[src/rtl/i2crs_pkg.sv]
`default_nettype none

package i2crs_pkg;

    // Sequencer phase codes
    localparam logic [2:0] PH_ADDR_WRITE = 3'd0;
    localparam logic [2:0] PH_REG_ADDR   = 3'd1;
    localparam logic [2:0] PH_START_READ = 3'd2;
    localparam logic [2:0] PH_READ_BYTE  = 3'd3;
    localparam logic [2:0] PH_READ_LAST  = 3'd4;
    localparam logic [2:0] PH_END        = 3'd5;

    // Transfer status codes
    localparam logic [1:0] ST_DONE   = 2'd0;
    localparam logic [1:0] ST_BUSY   = 2'd1;
    localparam logic [1:0] ST_FAILED = 2'd2;

    // Controller action codes
    localparam logic [1:0] ACT_NONE  = 2'd0;
    localparam logic [1:0] ACT_SET   = 2'd1;
    localparam logic [1:0] ACT_CLEAR = 2'd2;

    // Request command codes
    localparam logic CMD_START = 1'b0;
    localparam logic CMD_EVENT = 1'b1;

    // Register map
    localparam logic       REG_INCR_MASK   = 1'b0;
    localparam logic [7:0] INCR_MASK_RESET = 8'h80;

    typedef struct packed {
        logic       command;
        logic [7:0] device_address;
        logic [7:0] register_address;
        logic [7:0] byte_count;
        logic       nack_seen;
        logic       data_ready;
        logic [7:0] received_byte;
    } t_request;

    typedef struct packed {
        logic       tx_valid;
        logic [7:0] tx_byte;
        logic       start_condition;
        logic       stop_condition;
        logic       flush_request;
        logic       nak_request;
        logic [1:0] tx_irq_action;
        logic [1:0] bus_enable_action;
        logic       rx_valid;
        logic [7:0] rx_byte;
        logic [7:0] rx_index;
        logic [1:0] status;
    } t_result;

endpackage

`default_nettype wire

[src/rtl/i2c_register_read_sequencer_unit.sv]
// I2C register-read sequencer.
// Request channel (i_valid / o_stall): either a start command carrying the
// device address, first register and byte count, or a controller event
// carrying the nack and ready flags and the received byte.
// Result channel (o_valid / i_stall): one result per request with the data
// byte to transmit, the start/stop/flush/NAK strobes, interrupt and enable
// actions, any received byte with its index, and the transfer status.
// Configuration: APB port, one register (auto-increment mask) at address 0.
// A request accepted into the input register moves on into the result
// register, from which it is taken. Throughput is one request per cycle
// while the receiver does not stall; the phase state updates as a request
// moves into the result register.
// When the receiver stalls, the held result stays put and one more request
// can be taken into the input register; o_stall then rises.
// Reset (synchronous, active low) empties both registers, sets the phase to
// end of cycle, the status to done and the auto-increment mask to 0x80.
`default_nettype none

module i2c_register_read_sequencer_unit
    import i2crs_pkg::*;
(
    input  wire logic        i_clk,
    input  wire logic        i_rst_n,
    // request channel
    input  wire logic        i_valid,
    output logic             o_stall,
    input  wire logic        i_command,
    input  wire logic [7:0]  i_device_address,
    input  wire logic [7:0]  i_register_address,
    input  wire logic [7:0]  i_byte_count,
    input  wire logic        i_nack_seen,
    input  wire logic        i_data_ready,
    input  wire logic [7:0]  i_received_byte,
    // result channel
    output logic             o_valid,
    input  wire logic        i_stall,
    output logic             o_tx_valid,
    output logic      [7:0]  o_tx_byte,
    output logic             o_start_condition,
    output logic             o_stop_condition,
    output logic             o_flush_request,
    output logic             o_nak_request,
    output logic      [1:0]  o_tx_irq_action,
    output logic      [1:0]  o_bus_enable_action,
    output logic             o_rx_valid,
    output logic      [7:0]  o_rx_byte,
    output logic      [7:0]  o_rx_index,
    output logic      [1:0]  o_status,
    // configuration
    input  wire logic        psel,
    input  wire logic        penable,
    input  wire logic        pwrite,
    input  wire logic [2:0]  paddr,
    input  wire logic [31:0] pwdata,
    output logic      [31:0] prdata,
    output logic             pready
);

    logic     r_in_valid;
    t_request r_in;
    logic     accept;
    logic     step;
    logic     take;
    logic     out_valid;
    logic [7:0] incr_mask;
    t_result  step_result;
    t_result  out_result;

    // Handshake
    assign take    = out_valid && !i_stall;
    assign step    = r_in_valid && (!out_valid || !i_stall);
    assign o_stall = r_in_valid && !(!out_valid || !i_stall);
    assign accept  = i_valid && !o_stall;

    // Input register
    always_ff @(posedge i_clk) begin
        if (!i_rst_n) begin
            r_in_valid <= 1'b0;
        end else if (accept) begin
            r_in_valid <= 1'b1;
        end else if (step) begin
            r_in_valid <= 1'b0;
        end
    end

    always_ff @(posedge i_clk) begin
        if (accept) begin
            r_in.command          <= i_command;
            r_in.device_address   <= i_device_address;
            r_in.register_address <= i_register_address;
            r_in.byte_count       <= i_byte_count;
            r_in.nack_seen        <= i_nack_seen;
            r_in.data_ready       <= i_data_ready;
            r_in.received_byte    <= i_received_byte;
        end
    end

    i2crs_apb_regs u_regs (
        .i_clk       (i_clk),
        .i_rst_n     (i_rst_n),
        .psel        (psel),
        .penable     (penable),
        .pwrite      (pwrite),
        .paddr       (paddr),
        .pwdata      (pwdata),
        .prdata      (prdata),
        .pready      (pready),
        .o_incr_mask (incr_mask)
    );

    i2crs_seq_core u_core (
        .i_clk       (i_clk),
        .i_rst_n     (i_rst_n),
        .i_fire      (step),
        .i_req       (r_in),
        .i_incr_mask (incr_mask),
        .o_result    (step_result)
    );

    i2crs_out_stage u_out (
        .i_clk    (i_clk),
        .i_rst_n  (i_rst_n),
        .i_load   (step),
        .i_take   (take),
        .i_result (step_result),
        .o_valid  (out_valid),
        .o_result (out_result)
    );

    // Result fields
    assign o_valid             = out_valid;
    assign o_tx_valid          = out_result.tx_valid;
    assign o_tx_byte           = out_result.tx_byte;
    assign o_start_condition   = out_result.start_condition;
    assign o_stop_condition    = out_result.stop_condition;
    assign o_flush_request     = out_result.flush_request;
    assign o_nak_request       = out_result.nak_request;
    assign o_tx_irq_action     = out_result.tx_irq_action;
    assign o_bus_enable_action = out_result.bus_enable_action;
    assign o_rx_valid          = out_result.rx_valid;
    assign o_rx_byte           = out_result.rx_byte;
    assign o_rx_index          = out_result.rx_index;
    assign o_status            = out_result.status;

    // Checks
    a_tx_rx_exclusive: assert property (@(posedge i_clk) disable iff (!i_rst_n)
        o_valid |-> !(o_tx_valid && o_rx_valid))
        else $error("transmit and receive in one result");

    a_flush_fails: assert property (@(posedge i_clk) disable iff (!i_rst_n)
        (o_valid && o_flush_request) |-> (o_status == ST_FAILED))
        else $error("flush without failed status");

    a_start_busy: assert property (@(posedge i_clk) disable iff (!i_rst_n)
        (step && (r_in.command == CMD_START)) |=> (o_valid && (o_status == ST_BUSY)))
        else $error("start did not report busy");

    a_stall_full: assert property (@(posedge i_clk) disable iff (!i_rst_n)
        o_stall |-> (r_in_valid && out_valid))
        else $error("stall with room to spare");

endmodule

`default_nettype wire

[src/rtl/i2crs_apb_regs.sv]
`default_nettype none

module i2crs_apb_regs
    import i2crs_pkg::*;
(
    input  wire logic        i_clk,
    input  wire logic        i_rst_n,
    input  wire logic        psel,
    input  wire logic        penable,
    input  wire logic        pwrite,
    input  wire logic [2:0]  paddr,
    input  wire logic [31:0] pwdata,
    output logic      [31:0] prdata,
    output logic             pready,
    output logic      [7:0]  o_incr_mask
);

    logic [7:0] r_incr_mask;
    logic       wr_en;

    // Write strobe on the access phase
    assign wr_en  = psel && penable && pwrite && (paddr[2] == REG_INCR_MASK);
    assign pready = 1'b1;

    always_ff @(posedge i_clk) begin
        if (!i_rst_n) begin
            r_incr_mask <= INCR_MASK_RESET;
        end else if (wr_en) begin
            r_incr_mask <= pwdata[7:0];
        end
    end

    // Read-back; unmapped addresses read as zero
    always_comb begin
        prdata = 32'd0;
        if (paddr[2] == REG_INCR_MASK) begin
            prdata = {24'd0, r_incr_mask};
        end
    end

    assign o_incr_mask = r_incr_mask;

endmodule

`default_nettype wire

[src/rtl/i2crs_seq_core.sv]
`default_nettype none

module i2crs_seq_core
    import i2crs_pkg::*;
(
    input  wire logic       i_clk,
    input  wire logic       i_rst_n,
    input  wire logic       i_fire,
    input  wire t_request   i_req,
    input  wire logic [7:0] i_incr_mask,
    output t_result         o_result
);

    logic [2:0] r_phase,  n_phase;
    logic [1:0] r_status, n_status;
    logic [7:0] r_addr,   n_addr;
    logic [7:0] r_reg,    n_reg;
    logic [7:0] r_remain, n_remain;
    logic [7:0] r_pos,    n_pos;

    // One phase step per request
    always_comb begin
        n_phase  = r_phase;
        n_status = r_status;
        n_addr   = r_addr;
        n_reg    = r_reg;
        n_remain = r_remain;
        n_pos    = r_pos;
        o_result = '0;
        o_result.tx_irq_action     = ACT_NONE;
        o_result.bus_enable_action = ACT_NONE;

        if (i_req.command == CMD_START) begin
            // latch a new transfer, restarting any one in flight
            n_status = ST_BUSY;
            n_addr   = i_req.device_address;
            n_reg    = i_req.register_address;
            n_remain = (i_req.byte_count == 8'd0) ? 8'd1 : i_req.byte_count;
            n_pos    = 8'd0;
            n_phase  = PH_ADDR_WRITE;
            o_result.bus_enable_action = ACT_SET;
            o_result.tx_irq_action     = ACT_SET;
        end else if (i_req.nack_seen) begin
            o_result.stop_condition    = 1'b1;
            o_result.bus_enable_action = ACT_CLEAR;
            n_phase                    = PH_END;
            if (r_phase == PH_READ_LAST) begin
                // final byte is NAKed by us: normal completion
                o_result.rx_valid = 1'b1;
                o_result.rx_byte  = i_req.received_byte;
                o_result.rx_index = r_pos;
                n_status          = ST_DONE;
            end else begin
                o_result.flush_request = 1'b1;
                o_result.tx_irq_action = ACT_CLEAR;
                n_status               = ST_FAILED;
            end
        end else if (i_req.data_ready) begin
            unique case (r_phase)
                PH_ADDR_WRITE: begin
                    o_result.tx_valid        = 1'b1;
                    o_result.tx_byte         = r_addr & 8'hFE;
                    o_result.start_condition = 1'b1;
                    n_phase                  = PH_REG_ADDR;
                end
                PH_REG_ADDR: begin
                    o_result.tx_valid = 1'b1;
                    o_result.tx_byte  = (r_remain > 8'd1) ? (r_reg | i_incr_mask) : r_reg;
                    n_phase           = PH_START_READ;
                end
                PH_START_READ: begin
                    o_result.tx_valid        = 1'b1;
                    o_result.tx_byte         = r_addr | 8'h01;
                    o_result.start_condition = 1'b1;
                    o_result.tx_irq_action   = ACT_CLEAR;
                    if (r_remain == 8'd1) begin
                        n_phase              = PH_READ_LAST;
                        o_result.nak_request = 1'b1;
                    end else begin
                        n_phase = PH_READ_BYTE;
                    end
                end
                PH_READ_BYTE: begin
                    o_result.rx_valid = 1'b1;
                    o_result.rx_byte  = i_req.received_byte;
                    o_result.rx_index = r_pos;
                    n_pos             = r_pos + 8'd1;
                    n_remain          = r_remain - 8'd1;
                    // two left before this byte: next one is the last
                    if (r_remain == 8'd2) begin
                        o_result.nak_request = 1'b1;
                        n_phase              = PH_READ_LAST;
                    end
                end
                default: begin
                end
            endcase
        end
        o_result.status = n_status;
    end

    // State commits as the request moves to the result register
    always_ff @(posedge i_clk) begin
        if (!i_rst_n) begin
            r_phase  <= PH_END;
            r_status <= ST_DONE;
            r_addr   <= 8'd0;
            r_reg    <= 8'd0;
            r_remain <= 8'd0;
            r_pos    <= 8'd0;
        end else if (i_fire) begin
            r_phase  <= n_phase;
            r_status <= n_status;
            r_addr   <= n_addr;
            r_reg    <= n_reg;
            r_remain <= n_remain;
            r_pos    <= n_pos;
        end
    end

endmodule

`default_nettype wire

[src/rtl/i2crs_seq_core_top_placeholder.sv]
`default_nettype none

module i2crs_out_stage
    import i2crs_pkg::*;
(
    input  wire logic    i_clk,
    input  wire logic    i_rst_n,
    input  wire logic    i_load,
    input  wire logic    i_take,
    input  wire t_result i_result,
    output logic         o_valid,
    output t_result      o_result
);

    logic    r_valid;
    t_result r_result;

    // Result register: loads on a step, empties when taken
    always_ff @(posedge i_clk) begin
        if (!i_rst_n) begin
            r_valid <= 1'b0;
        end else if (i_load) begin
            r_valid <= 1'b1;
        end else if (i_take) begin
            r_valid <= 1'b0;
        end
    end

    always_ff @(posedge i_clk) begin
        if (i_load) begin
            r_result <= i_result;
        end
    end

    assign o_valid  = r_valid;
    assign o_result = r_result;

endmodule

`default_nettype wire

[config.mk]
export PLATFORM = sky130hd
export DESIGN_NAME = i2c_register_read_sequencer_unit
export DESIGN_NICKNAME = d
export VERILOG_FILES = /design/src/rtl/i2crs_pkg.sv /design/src/rtl/i2c_register_read_sequencer_unit.sv /design/src/rtl/i2crs_apb_regs.sv /design/src/rtl/i2crs_seq_core.sv /design/src/rtl/i2crs_seq_core_top_placeholder.sv
export SDC_FILE = /design/constraint.sdc
export NUM_CORES = 1
export LEC_CHECK = 0
export ABC_AREA = 1
export BUFFER_PORTS_ARGS = -buffer_cell sky130_fd_sc_hd__buf_2
export CORE_UTILIZATION = 40
export CTS_BUF_LIST = sky130_fd_sc_hd__clkbuf_8
export DETAILED_ROUTE_END_ITERATION = 10
export PLACE_DENSITY_LB_ADDON = 0.25
export SETUP_SLACK_MARGIN = 0.02
export SLEW_MARGIN = 20
export SYNTH_ARGS = -nofsm -noshare
export SYNTH_HDL_FRONTEND = slang
export SYNTH_SLANG_ARGS = --single-unit
[constraint.sdc]
create_clock -name i_clk -period 3.3 [get_ports i_clk]
set_input_delay 0.165 -clock i_clk [delete_from_list [all_inputs] [get_ports i_clk]]
set_output_delay 0.165 -clock i_clk [all_outputs]
set_load 0.01 [all_outputs]
==> impl_metrics.toml <==
[worst_setup_path]
critPathArrivalTime_ns = 2.54
endpoint_kind = "flop"
reg2regPathDepth = 7
start_kind = "flop"
worstPathMaxFanout = 28
worst_ep_required_time_ns = 3.67
path_class = "reg2reg"

[cts]
clk_pin_slew_ns = 0.06
cts_max_path_buffers = 2
htree_levels = 4
clock-sinks = 114
worstSkewPairLatency_ns = 0.43
cts_root_buffer = "clkbuf_8"
cts_tree = "done"
numCtsBuffers = 17

[timing]
fmax_ghz = 0.460
skew_ns = 0.00836
drv_slew = 0
finalCritPeriodShare_pct = 65.9
worst_pin_slew_ns = 0.916
layout_setup_ws_ns = 1.12
min_period_ns = 2.18
slew_headroom_pct = 38.9
rsz0062_at_grt = "false"
finalHoldViolCount = 0
fin_tns_setup_ns = 0
setup_viol = 0

[cells_and_area]
drive_gt1_share_pct = 20.7
final_util_pct = 52.0
n_antenna_cell = 0
area_delta_synth_final_pct = 24.4
most-common-layout-cells = "95 x buf_2, 87 x nand2_1, 68 x edfxtp_1"
final_common_cell = "buf_2"
nNetsFinal = 730
finalInstanceArea_um2 = 6040

[power_and_ir_drop]
power.internal_mw = 2.34
power.total_mw = 3.07
clkPwrFrac_pct = 38.6
power_density_nw_per_um2 = 509
combPwrFrac_pct = 9.0
max-vdd-ir-drop_v = 0.000223
sw_frac_of_total_pct = 23.8
p_seq_share_pct = 52.4
power_leakage_nw = 2.56
switchingPower_mw = 0.733

[floorplanning]
die_area_um2 = 12600
ios = 148
std_cell_rows = 39
start_util_pct = 41.8
die-height_um = 112
fp.dieW_um = 112
core_area_um2 = 11600

[drt]
wl_mm = 9.89
drcViolationCount = 7
drt_iter0_markers = 193
vias = 3754
via_per_inst = 4.66
dr.pass1.iters = 9
wl_per_cell_um = 12.3
detail-route-antenna-nets = 0

[placed_design]
portBuffers = 95
place_hpwl_mm = 6.50
dpl_worst_slack_ns = 1.12
gp_congestion = 0.863
dpl-instance-area_um2 = 5330

[global_route]
grt-ovfl-total = 0
gr-usage-all-layers_pct = 16.8
grt_antenna_before_repair = 0
grt_pass1_wl_mm = 16.3
grt_pass1_vias = 3538
grt_max_degree = 44

[flow_run]
cap_viol_max_count = 0

[logic_synthesis]
synth.largest_area_cell = "edfxtp_1"
netlist_area_um2 = 4860
synth_seq_area_share_pct = 61.0
yosys_warnings = 0
synth_top_area_share_pct = 42.0
synth_seq_cells = 114
synth_cell_types = 24
syn_inst = 519
postSynthAreaPerCell_um2 = 9.36
netlist_top_cells_area = "edfxtp_1 42%, dfxtp_1 19%, nand2_1 6.7%, a21oi_1 5.9%, inv_1 4.9%"

[run_status]
status = "finished, violations left"
violations = "design-rule violations"

[min_path]
hold_path.class = "in2reg"
min_path_cells = 3
[layout make-up]
type	count	area (um2)
Sequential cell	114	2960
Tap cell	143	179
Multi-Input combinational cell	316	1440
Inverter	67	251
Fill cell	1055	5570
Clock buffer	21	289
Timing Repair Buffer	133	848
Clock inverter	11	76.3
[cell families after synthesis]
family	synth area share [%]
buf+inv	11.2
compound gates	11.1
flops	61.0
xor+xnor	0.180
simple gates	15.3
other cells	0.155
fa+ha+maj	1.03
[path summary, 6_finish.rpt]
check                        from               endpoint  slack (ns)
setup / recovery         r_in[34]        u_core.r_pos[2]        1.12
hold / removal          pwdata[7]  u_regs.o_incr_mask[7]        0.02
setup reg to reg         r_in[34]        u_core.r_pos[2]        1.12
hold reg to reg   u_core.r_reg[0]        u_core.r_reg[0]        0.45
[power groups by stage]
stage / Sequential [mW] / Clock, mW / Combinational, mW
after detailed placement: 1.64 / 0 / 0.246
after CTS: 1.61 / 1.21 / 0.278
after global placement: 1.64 / 0 / 0.241
after global routing: 1.62 / 1.28 / 0.313
final: 1.61 / 1.19 / 0.276
after floorplan: 1.64 / 0 / 0.179
[Yosys cell counts]
| cell type | number |
|---|---|
| nand2_1 | 87 |
| edfxtp_1 | 68 |
| inv_1 | 63 |
| a21oi_1 | 57 |
| nor2_1 | 56 |
| dfxtp_1 | 46 |
| o21ai_0 | 31 |
| buf_4 | 29 |
| nand3_1 | 20 |
| o21ai_1 | 11 |
| clkbuf_1 | 8 |
| buf_2 | 7 |
| nand4_1 | 6 |
| nor3_1 | 6 |
| ha_1 | 4 |
| inv_2 | 4 |
| nor2_2 | 4 |
| a31oi_1 | 2 |
| conb_1 | 2 |
| nand2_2 | 2 |
| o211ai_1 | 2 |
| o21ai_2 | 2 |
| buf_6 | 1 |
| xor2_1 | 1 |
[layer usage]
| layer | vias up | GRT usage (%) | wire, um |
|---|---|---|---|
| met5 | - | 0 | 0 |
| met2 | 115 | 27.0 | 4630 |
| met1 | 1703 | 20.9 | 4590 |
| met4 | 0 | 8.36 | 191 |
| met3 | 16 | 4.54 | 482 |
| li1 | 1920 | - | - |
[stage by stage]
| stage | cells | hold WS, ns |
|---|---|---|
| 3_3_place_gp | 738 | 0.342 |
| 4_1_cts | 805 | 0.00302 |
| 5_1_grt | 805 | 0.0361 |
| 3_5_place_dp | 738 | 0.343 |
| 6_report | 805 | 0.0243 |
| 2_1_floorplan | 542 | 0.264 |
[critical path: stages, from the launching register on]
cell and delay (ns):
edfxtp_1 0.95, inv_2 0.32, nand2_1 0.15, buf_4 0.26
nand2_1 0.14, inv_1 0.10, o21ai_1 0.07, a21oi_1 0.11
[timing repair]
item                                    in CTS  in global routing
buffers inserted                             0                  0
gates resized for setup                      0                  0
endpoints found under the setup margin       0                  0
hold buffers                                35                  0
hold endpoints to repair                    35                  0
Note: power is estimated with default switching activity, not from simulation.
